$ cat config.mk
export PLATFORM = sky130hd
export DESIGN_NAME = tlb_fully_assoc_lru_flat
export DESIGN_NICKNAME = d
export VERILOG_FILES = /design/src/tlb_pkg.sv /design/src/tlb_ifs.sv /design/src/tlb_tag_cam.sv /design/src/tlb_lru.sv /design/src/tlb_fully_assoc_lru.sv /design/src/flat_wrapper.sv
export VERILOG_INCLUDE_DIRS = /design/src /design/src/src
export SDC_FILE = /design/constraint.sdc
export NUM_CORES = 2
export LEC_CHECK = 0
export BUFFER_PORTS_ARGS = -buffer_cell sky130_fd_sc_hd__buf_2
export CORE_MARGIN = 2
export CORE_UTILIZATION = 55
export CTS_BUF_LIST = sky130_fd_sc_hd__clkbuf_8 sky130_fd_sc_hd__clkbuf_16
export DETAILED_ROUTE_END_ITERATION = 12
export GPL_ROUTABILITY_DRIVEN = 0
export PLACE_DENSITY = 0.75
export SLEW_MARGIN = 0
export SYNTH_ARGS = -nofsm -noshare
export SYNTH_HDL_FRONTEND = slang
export SYNTH_SLANG_ARGS = --single-unit
$ cat constraint.sdc
create_clock -name clk -period 6.38 [get_ports clk]
set_input_delay 0.319 -clock clk [delete_from_list [all_inputs] [get_ports clk]]
set_output_delay 0.319 -clock clk [all_outputs]
set_load 0.01 [all_outputs]
$ cat src/tlb_fully_assoc_lru_macros.svh
`ifndef TLB_FULLY_ASSOC_LRU_MACROS_SVH
`define TLB_FULLY_ASSOC_LRU_MACROS_SVH

// Assertion helpers; NO_ASSERTIONS compiles them away.
`ifndef NO_ASSERTIONS
`define TLB_ASSERT_SAME(lbl, clk, rstn, ante, cons, msg) \
    lbl: assert property (@(posedge clk) disable iff (!(rstn)) (ante) |-> (cons)) \
        else $error(msg);
`define TLB_ASSERT_NEXT(lbl, clk, rstn, ante, cons, msg) \
    lbl: assert property (@(posedge clk) disable iff (!(rstn)) (ante) |=> (cons)) \
        else $error(msg);
`else
`define TLB_ASSERT_SAME(lbl, clk, rstn, ante, cons, msg)
`define TLB_ASSERT_NEXT(lbl, clk, rstn, ante, cons, msg)
`endif

`endif

$ cat src/tlb_pkg.sv
package tlb_pkg;

    localparam int DEF_ENTRIES   = 16;
    localparam int DEF_PAGE_BITS = 20;
    localparam int DEF_ID_BITS   = 8;

    typedef logic [1:0] mode_t;

    localparam mode_t MODE_LOOKUP = 2'd0;
    localparam mode_t MODE_WRITE  = 2'd1;
    localparam mode_t MODE_REMOVE = 2'd2;

    typedef logic [2:0] lru_op_t;

    localparam lru_op_t LRU_NONE   = 3'd0;
    localparam lru_op_t LRU_TOUCH  = 3'd1;
    localparam lru_op_t LRU_DROP   = 3'd2;
    localparam lru_op_t LRU_INSERT = 3'd3;
    localparam lru_op_t LRU_FLUSH  = 3'd4;

    typedef struct packed {
        logic flush;
        logic set;
        logic clr;
    } cam_ctl_t;

endpackage

$ cat src/tlb_ifs.sv
interface tlb_req_if #(
    parameter int ID_BITS   = tlb_pkg::DEF_ID_BITS,
    parameter int PAGE_BITS = tlb_pkg::DEF_PAGE_BITS
);
    logic                 valid;
    logic                 ready;
    tlb_pkg::mode_t       mode;
    logic [ID_BITS-1:0]   proc_id;
    logic [PAGE_BITS-1:0] virt_page;
    logic [PAGE_BITS-1:0] phys_page;

    modport source (output valid, output mode, output proc_id, output virt_page,
                    output phys_page, input ready);
    modport sink   (input valid, input mode, input proc_id, input virt_page,
                    input phys_page, output ready);
endinterface

interface tlb_rsp_if #(
    parameter int PAGE_BITS = tlb_pkg::DEF_PAGE_BITS
);
    logic                 valid;
    logic                 ready;
    logic                 hit;
    logic [PAGE_BITS-1:0] phys_out;

    modport source (output valid, output hit, output phys_out, input ready);
    modport sink   (input valid, input hit, input phys_out, output ready);
endinterface

$ cat src/tlb_tag_cam.sv
module tlb_tag_cam #(
    parameter int ENTRIES   = tlb_pkg::DEF_ENTRIES,
    parameter int PAGE_BITS = tlb_pkg::DEF_PAGE_BITS,
    parameter int IW        = $clog2(ENTRIES),
    parameter int CW        = $clog2(ENTRIES + 1)
) (
    input  logic                 clk,
    input  logic                 rst_n,
    input  tlb_pkg::cam_ctl_t    ctl,
    input  logic [IW-1:0]        idx,
    input  logic [PAGE_BITS-1:0] tag,
    output logic [ENTRIES-1:0]   valid,
    output logic                 hit,
    output logic [IW-1:0]        match_idx,
    output logic                 free_any,
    output logic [IW-1:0]        free_idx,
    output logic [CW-1:0]        count
);
    import tlb_pkg::*;

    logic [ENTRIES-1:0]   valid_reg;
    logic [ENTRIES-1:0]   valid_next;
    logic [PAGE_BITS-1:0] tag_reg [ENTRIES];
    logic [ENTRIES-1:0]   match;

    always_comb
    begin
        valid_next = valid_reg;
        if (ctl.flush)
        begin
            valid_next = '0;
        end
        if (ctl.set)
        begin
            valid_next[idx] = 1'b1;
        end
        if (ctl.clr)
        begin
            valid_next[idx] = 1'b0;
        end
    end

    always_ff @(posedge clk or negedge rst_n)
    begin
        if (!rst_n)
        begin
            valid_reg <= '0;
        end
        else
        begin
            valid_reg <= valid_next;
        end
    end

    always_ff @(posedge clk)
    begin
        if (ctl.set)
        begin
            tag_reg[idx] <= tag;
        end
    end

    // parallel compare; lowest index wins on the match and free encoders
    always_comb
    begin
        match_idx = '0;
        free_idx  = '0;
        for (int i = ENTRIES - 1; i >= 0; i--)
        begin
            match[i] = valid_reg[i] && (tag_reg[i] == tag);
            if (match[i])
            begin
                match_idx = IW'(i);
            end
            if (!valid_reg[i])
            begin
                free_idx = IW'(i);
            end
        end
    end

    assign valid    = valid_reg;
    assign hit      = |match;
    assign free_any = ~&valid_reg;
    assign count    = CW'($countones(valid_reg));

endmodule

$ cat src/tlb_lru.sv
module tlb_lru #(
    parameter int ENTRIES = tlb_pkg::DEF_ENTRIES,
    parameter int IW      = $clog2(ENTRIES),
    parameter int CW      = $clog2(ENTRIES + 1)
) (
    input  logic                clk,
    input  logic                rst_n,
    input  tlb_pkg::lru_op_t    op,
    input  logic [IW-1:0]       idx,
    input  logic [ENTRIES-1:0]  valid,
    input  logic [CW-1:0]       count,
    output logic [IW-1:0]       victim
);
    import tlb_pkg::*;

    // rank 0 is least recently used; invalid entries hold rank 0
    logic [IW-1:0] rank_reg  [ENTRIES];
    logic [IW-1:0] rank_next [ENTRIES];
    logic [IW-1:0] old_rank;
    logic [IW-1:0] top_rank;

    assign old_rank = rank_reg[idx];
    assign top_rank = IW'(count - CW'(1));

    always_comb
    begin
        rank_next = rank_reg;
        case (op)
            LRU_TOUCH, LRU_DROP:
            begin
                for (int i = 0; i < ENTRIES; i++)
                begin
                    if (idx == IW'(i))
                    begin
                        rank_next[i] = (op == LRU_TOUCH) ? top_rank : '0;
                    end
                    else if (valid[i] && (rank_reg[i] > old_rank))
                    begin
                        rank_next[i] = rank_reg[i] - IW'(1);
                    end
                end
            end
            LRU_INSERT:
            begin
                rank_next[idx] = count[IW-1:0];
            end
            LRU_FLUSH:
            begin
                for (int i = 0; i < ENTRIES; i++)
                begin
                    rank_next[i] = '0;
                end
            end
            default:
            begin
            end
        endcase
    end

    always_ff @(posedge clk or negedge rst_n)
    begin
        if (!rst_n)
        begin
            for (int i = 0; i < ENTRIES; i++)
            begin
                rank_reg[i] <= '0;
            end
        end
        else
        begin
            rank_reg <= rank_next;
        end
    end

    always_comb
    begin
        victim = '0;
        for (int i = ENTRIES - 1; i >= 0; i--)
        begin
            if (rank_reg[i] == '0)
            begin
                victim = IW'(i);
            end
        end
    end

endmodule

$ cat src/tlb_fully_assoc_lru.sv
// A beat waits in the input register until the output register is free, then
// its result is registered there. Throughput: one beat per cycle unless rsp.ready
// stalls; the tag compare, rank update and page store all complete as it advances.
// Reset (rst_n, async low): owner id 0, all entries invalid, ranks 0;
// a beat is accepted right after reset is released, no clearing pass.
`include "tlb_fully_assoc_lru_macros.svh"

module tlb_fully_assoc_lru #(
    parameter int ENTRIES   = tlb_pkg::DEF_ENTRIES,
    parameter int PAGE_BITS = tlb_pkg::DEF_PAGE_BITS,
    parameter int ID_BITS   = tlb_pkg::DEF_ID_BITS
) (
    input  logic       clk,
    input  logic       rst_n,
    tlb_req_if.sink    req,
    tlb_rsp_if.source  rsp
);
    import tlb_pkg::*;

    localparam int IW = $clog2(ENTRIES);
    localparam int CW = $clog2(ENTRIES + 1);

    logic                 s1_valid_reg;
    logic                 s1_valid_next;
    mode_t                s1_mode_reg;
    logic [ID_BITS-1:0]   s1_pid_reg;
    logic [PAGE_BITS-1:0] s1_vp_reg;
    logic [PAGE_BITS-1:0] s1_pp_reg;

    logic                 out_valid_reg;
    logic                 out_valid_next;
    logic                 hit_reg;
    logic                 hit_next;
    logic [PAGE_BITS-1:0] phys_reg;

    logic [ID_BITS-1:0]   owner_reg;
    logic [ID_BITS-1:0]   owner_next;

    logic                 in_beat;
    logic                 advance;
    logic                 own;

    cam_ctl_t             cam_ctl;
    lru_op_t              lru_op;
    logic [IW-1:0]        ent_idx;
    logic                 mem_we;
    logic                 rd_hit;

    logic [ENTRIES-1:0]   valid;
    logic                 cam_hit;
    logic [IW-1:0]        match_idx;
    logic                 free_any;
    logic [IW-1:0]        free_idx;
    logic [CW-1:0]        count;
    logic [IW-1:0]        victim;

    logic [PAGE_BITS-1:0] page_mem [ENTRIES];

    assign advance   = s1_valid_reg && (!out_valid_reg || rsp.ready);
    assign req.ready = !s1_valid_reg || advance;
    assign in_beat   = req.valid && req.ready;

    assign s1_valid_next  = in_beat ? 1'b1 : (advance ? 1'b0 : s1_valid_reg);
    assign out_valid_next = advance ? 1'b1 : (rsp.ready ? 1'b0 : out_valid_reg);

    assign own = (s1_pid_reg == owner_reg);

    always_comb
    begin
        cam_ctl    = '0;
        lru_op     = LRU_NONE;
        ent_idx    = match_idx;
        mem_we     = 1'b0;
        rd_hit     = 1'b0;
        hit_next   = 1'b0;
        owner_next = owner_reg;
        if (advance)
        begin
            case (s1_mode_reg)
                MODE_LOOKUP:
                begin
                    if (own && cam_hit)
                    begin
                        lru_op   = LRU_TOUCH;
                        rd_hit   = 1'b1;
                        hit_next = 1'b1;
                    end
                end
                MODE_WRITE:
                begin
                    mem_we = 1'b1;
                    if (!own)
                    begin
                        // new process: flush, then the write lands in slot 0
                        owner_next    = s1_pid_reg;
                        cam_ctl.flush = 1'b1;
                        cam_ctl.set   = 1'b1;
                        ent_idx       = '0;
                        lru_op        = LRU_FLUSH;
                    end
                    else if (cam_hit)
                    begin
                        lru_op   = LRU_TOUCH;
                        hit_next = 1'b1;
                    end
                    else if (free_any)
                    begin
                        cam_ctl.set = 1'b1;
                        ent_idx     = free_idx;
                        lru_op      = LRU_INSERT;
                    end
                    else
                    begin
                        cam_ctl.set = 1'b1;
                        ent_idx     = victim;
                        lru_op      = LRU_TOUCH;
                    end
                end
                MODE_REMOVE:
                begin
                    if (own && cam_hit)
                    begin
                        cam_ctl.clr = 1'b1;
                        lru_op      = LRU_DROP;
                        hit_next    = 1'b1;
                    end
                end
                default:
                begin
                end
            endcase
        end
    end

    tlb_tag_cam #(
        .ENTRIES   (ENTRIES),
        .PAGE_BITS (PAGE_BITS)
    ) u_cam (
        .clk       (clk),
        .rst_n     (rst_n),
        .ctl       (cam_ctl),
        .idx       (ent_idx),
        .tag       (s1_vp_reg),
        .valid     (valid),
        .hit       (cam_hit),
        .match_idx (match_idx),
        .free_any  (free_any),
        .free_idx  (free_idx),
        .count     (count)
    );

    tlb_lru #(
        .ENTRIES (ENTRIES)
    ) u_lru (
        .clk    (clk),
        .rst_n  (rst_n),
        .op     (lru_op),
        .idx    (ent_idx),
        .valid  (valid),
        .count  (count),
        .victim (victim)
    );

    always_ff @(posedge clk or negedge rst_n)
    begin
        if (!rst_n)
        begin
            s1_valid_reg  <= 1'b0;
            out_valid_reg <= 1'b0;
            owner_reg     <= '0;
        end
        else
        begin
            s1_valid_reg  <= s1_valid_next;
            out_valid_reg <= out_valid_next;
            owner_reg     <= owner_next;
        end
    end

    always_ff @(posedge clk)
    begin
        if (in_beat)
        begin
            s1_mode_reg <= req.mode;
            s1_pid_reg  <= req.proc_id;
            s1_vp_reg   <= req.virt_page;
            s1_pp_reg   <= req.phys_page;
        end
    end

    // physical page store, registered read straight into the result
    always_ff @(posedge clk)
    begin
        if (mem_we)
        begin
            page_mem[ent_idx] <= s1_pp_reg;
        end
        if (advance)
        begin
            hit_reg  <= hit_next;
            phys_reg <= rd_hit ? page_mem[match_idx] : '0;
        end
    end

    assign rsp.valid    = out_valid_reg;
    assign rsp.hit      = hit_reg;
    assign rsp.phys_out = phys_reg;

    `TLB_ASSERT_NEXT(a_owner_adopt, clk, rst_n, advance && (s1_mode_reg == MODE_WRITE),
        owner_reg == $past(s1_pid_reg), "write beat did not adopt its process id")
    `TLB_ASSERT_NEXT(a_write_fills, clk, rst_n, advance && (s1_mode_reg == MODE_WRITE),
        count != '0, "no valid entry after a write beat")
    `TLB_ASSERT_SAME(a_miss_zero, clk, rst_n, rsp.valid && !rsp.hit,
        rsp.phys_out == '0, "miss result carries a nonzero page")

endmodule
$ cat src/flat_wrapper.sv
// flat-port wrapper written by rule: the top's interface ports become plain ports
module tlb_fully_assoc_lru_flat import tlb_pkg::*;
#(
    parameter int ENTRIES   = tlb_pkg::DEF_ENTRIES,
    parameter int PAGE_BITS = tlb_pkg::DEF_PAGE_BITS,
    parameter int ID_BITS   = tlb_pkg::DEF_ID_BITS
)
  (clk, rst_n, req_valid, req_mode, req_proc_id, req_virt_page, req_phys_page, req_ready, rsp_valid, rsp_hit, rsp_phys_out, rsp_ready);
  tlb_req_if #(.ID_BITS(ID_BITS), .PAGE_BITS(PAGE_BITS)) req_i ();
  tlb_rsp_if #(.PAGE_BITS(PAGE_BITS)) rsp_i ();
  input  logic clk;
  input  logic rst_n;
  input wire logic [$bits(req_i.valid)-1:0] req_valid;
  input wire logic [$bits(req_i.mode)-1:0] req_mode;
  input wire logic [$bits(req_i.proc_id)-1:0] req_proc_id;
  input wire logic [$bits(req_i.virt_page)-1:0] req_virt_page;
  input wire logic [$bits(req_i.phys_page)-1:0] req_phys_page;
  output wire logic [$bits(req_i.ready)-1:0] req_ready;
  output wire logic [$bits(rsp_i.valid)-1:0] rsp_valid;
  output wire logic [$bits(rsp_i.hit)-1:0] rsp_hit;
  output wire logic [$bits(rsp_i.phys_out)-1:0] rsp_phys_out;
  input wire logic [$bits(rsp_i.ready)-1:0] rsp_ready;
  assign req_i.valid = req_valid;
  assign req_i.mode = req_mode;
  assign req_i.proc_id = req_proc_id;
  assign req_i.virt_page = req_virt_page;
  assign req_i.phys_page = req_phys_page;
  assign req_ready = req_i.ready;
  assign rsp_valid = rsp_i.valid;
  assign rsp_hit = rsp_i.hit;
  assign rsp_phys_out = rsp_i.phys_out;
  assign rsp_i.ready = rsp_ready;
  tlb_fully_assoc_lru #(.ENTRIES(ENTRIES), .PAGE_BITS(PAGE_BITS), .ID_BITS(ID_BITS)) u_core (.clk(clk), .rst_n(rst_n), .req(req_i), .rsp(rsp_i));
endmodule
==> key figures <==
Run status
  • Outcome: finished clean

Routing
  • Via Count: 26,090
  • Post-Route WL: 102.4 mm
  • 1st-pass router iterations: 6
  • DR DRC count: 0
  • DR iter-0 viols: 2,799
  • WL/cell: 24.79 um
  • Antenna Nets Post-Route: 0
  • Vias per inst: 6.313

Power
  • Psw: 0.003271 W
  • Internal: 0.009537 W
  • Leakage: 14.80 nW
  • Combinational share of power: 13.3%
  • P per Cell Area: 291.2 nW/um2
  • Sequential power share: 48.1%
  • Max rail drop VDD: approximately 0.26 mV
  • Sw frac: 25.54%
  • Pwr Total: 0.01281 W
  • Clk pwr share: 38.5%

CTS
  • Bufs on Longest Clock Path: 3
  • CTS H-tree depth: 3
  • Clk_lat worst skew: about 640 ps
  • # clock sinks: roughly 800
  • CTS buffer count: 83
  • CTS tree: yes
  • Root buffer cell: clkbuf_16
  • Reg clk slew, reported paths: 60 ps

Synthesis
  • FF+latch count, synth: 801
  • Synth warn: 0
  • Syn_nets: between 3,000 and 4,000
  • Synth unique cells: 83
  • Post-synth EDFFs: 711
  • Mapped Area: 38,280 um2
  • Synth Area per Inst: 13.12 um2
  • Post-synthesis sequential area ratio: 61.66%
  • Post-synth ARST share: approximately 11%
  • Synthesized instance count: ~2,900
  • Most used DFF post-synth: edfxtp_1

STA
  • Sum Neg Setup Slack: 0 ps
  • Tcrit/Tclk final: between 90% and 100%
  • Worst slew pin tran: around 1200 ps
  • Skew final: 27.92 ps
  • Minimum clock period: about 6200 ps
  • Final number of hold-violating endpoints: 0
  • Max Freq: 161.6 MHz
  • Setup Viol. Count Final: 0
  • Slew headroom: 20.33%
  • Final WS setup: 193.7 ps
  • Final Max Tran Viols: 0

Global route
  • Largest net degree at the start of global routing: 195
  • GRT Overall Usage: 28.40%
  • Vias in the first global route: 26,000
  • Initial antenna violation count: 2
  • GR Overflow Total: 0
  • First-pass GRT wire length: 153.4 mm

Setup path
  • Data required, critical path: 6880 ps
  • Type of destination of the critical path: flop
  • Startpoint Class: flop
  • CP arrival: 6690 ps
  • CP Max Fanout: 14
  • CP Class: flop to flop

Place
  • I/O Buffers: 76
  • Dpl ws: -20.74 ps
  • Hpwl dp: ~65 mm

Floorplanning
  • Rows: 96
  • Core Box Area: 68,710 um2
  • Initial Util: 55.71%
  • Die height: between 200 and 300 um
  • Die W: approximately 270 um
  • DIE AREA: 71,720 um2
  • I/O pin cnt: 77

Finish
  • Net count, final: between 3,000 and 4,000
  • P&R area growth vs syn: 14.92%
  • Layout cells sized above 1: 13.78%
  • Filler cells: 4,923

Hold path
  • Hold Crit Class: input port to flop

Job
  • Max-cap viol count: 0
==> logic make-up (layout without fill, tap and decap cells) <==
| group | after synthesis | after routing | synth area share, % |
|---|---|---|---|
| other | 0 | 1 | 0 |
| xor gates and xnor gates | 356 | 356 | 8.205 |
| and+or+nand+nor | 782 | 782 | 11.27 |
| adders and majority gates | 97 | 97 | 3.367 |
| DFF | 801 | 801 | 61.66 |
| muxes | 138 | 138 | 3.994 |
| buffers and inverters | 223 | 505 | 2.422 |
| AOI/OAI and AO/OA | 521 | 521 | 9.081 |
==> placed cells by master, fill, tap and decap left out, types with 87 or more instances in the layout <==
cell and n:
a211oi_1 170, a21oi_1 136, buf_4 127, dfrtp_1 90
edfxtp_1 711, ha_1 87, inv_1 93, mux2i_1 122
nand2_1 132, nand4_1 136, nor2_1 100, nor2b_1 100
xnor2_1 284
==> through the flow <==
stage               util [%]  instance area, um2  cells  hold slack, ps
global route           64.02               43980   4131           103.0
CTS                    63.84               43860   4118           58.00
finish                 64.02               43990   4132           84.44
global placement       58.99               40530   3915           294.4
detailed placement     58.99               40530   3915           302.0
floorplan                  -               38280   2918           23.41
==> layer usage <==
layer  track usage, %  part of all wire, %  vias up
li1                 -                    -    11550
met1            37.49                   39    12770
met2            45.18                   47     1436
met3            6.451                   10      333
met4            12.91                  4.5        0
met5                0                    0        -
==> power groups by stage <==
stage	logic (W)	clock network (W)	registers (W)
2_1_floorplan	0.00117	0	0.00617
6_report	0.00171	0.00494	0.00616
5_1_grt	0.00188	0.00519	0.00617
3_5_place_dp	0.00162	0	0.00626
4_1_cts	0.00166	0.00498	0.00615
3_3_place_gp	0.00153	0	0.00625
==> synthesized netlist by cell type (83+ instances only) <==
cell	count	area, um2
nor2_1	113	424.2
inv_1	83	311.6
nand4_1	136	850.8
a211oi_1	170	1276
mux2i_1	122	1221
edfxtp_1	711	21350
dfrtp_1	90	2252
xnor2_1	284	2487
nand2_1	132	495.5
nor2b_1	100	625.6
ha_1	87	1089
a21oi_1	137	685.7
==> what timing repair did <==
action,in CTS,in global routing
pin swaps,0,1
hold buffers,52,0
buffers inserted,2,13
endpoints found under the setup margin,11,56
endpoints found under the hold margin,83,0
cloned,0,0
resized for setup,0,2
==> worst paths after layout <==
check	from	endpoint	slack (ps)	depth (start not counted)
min	rsp_ready	u_core.rsp.valid	80	3
max	u_core.s1_vp_reg[7]	u_core.u_lru.rank_reg[12]	190	22
max in group asynchronous	rst_n	u_core.owner_reg[2]	5010	3
min in group asynchronous	rst_n	u_core.u_lru.rank_reg[38]	180	2
max reg2reg	u_core.s1_vp_reg[7]	u_core.u_lru.rank_reg[12]	190	22
min reg2reg	u_core.owner_reg[6]	u_core.owner_reg[6]	500	2
==> worst max-delay path, cell delays in order (launching register included) <==
cell	delay, ps
edfxtp_1	530
buf_4	200
xnor2_1	310
nand4_1	160
or4_1	580
or2_2	340
a211oi_1	390
o221ai_1	180
a31oi_1	290
a32o_4	350
buf_4	200
mux4_2	510
nand2_1	110
and3_1	220
buf_4	230
ha_1	270
nand4_1	100
nand2_1	60
o21ai_0	250
nand2_1	80
a21oi_1	330
a21boi_0	260
o22ai_1	120
==> area by class of cell <==
cell class | instances | area, um2 | share of cell area, %
well taps | 931 | 1165 | 2.648
inverters | 83 | 311.5 | 0.7083
diodes | 1 | 2.502 | 0.005689
flip-flops and latches | 801 | 23600 | 53.66
clock inverters | 64 | 656.9 | 1.493
clock buffers | 85 | 2127 | 4.836
multi-input cells | 1894 | 13890 | 31.58
repair buffers | 273 | 2230 | 5.069
(Power assumes the default switching activity.)
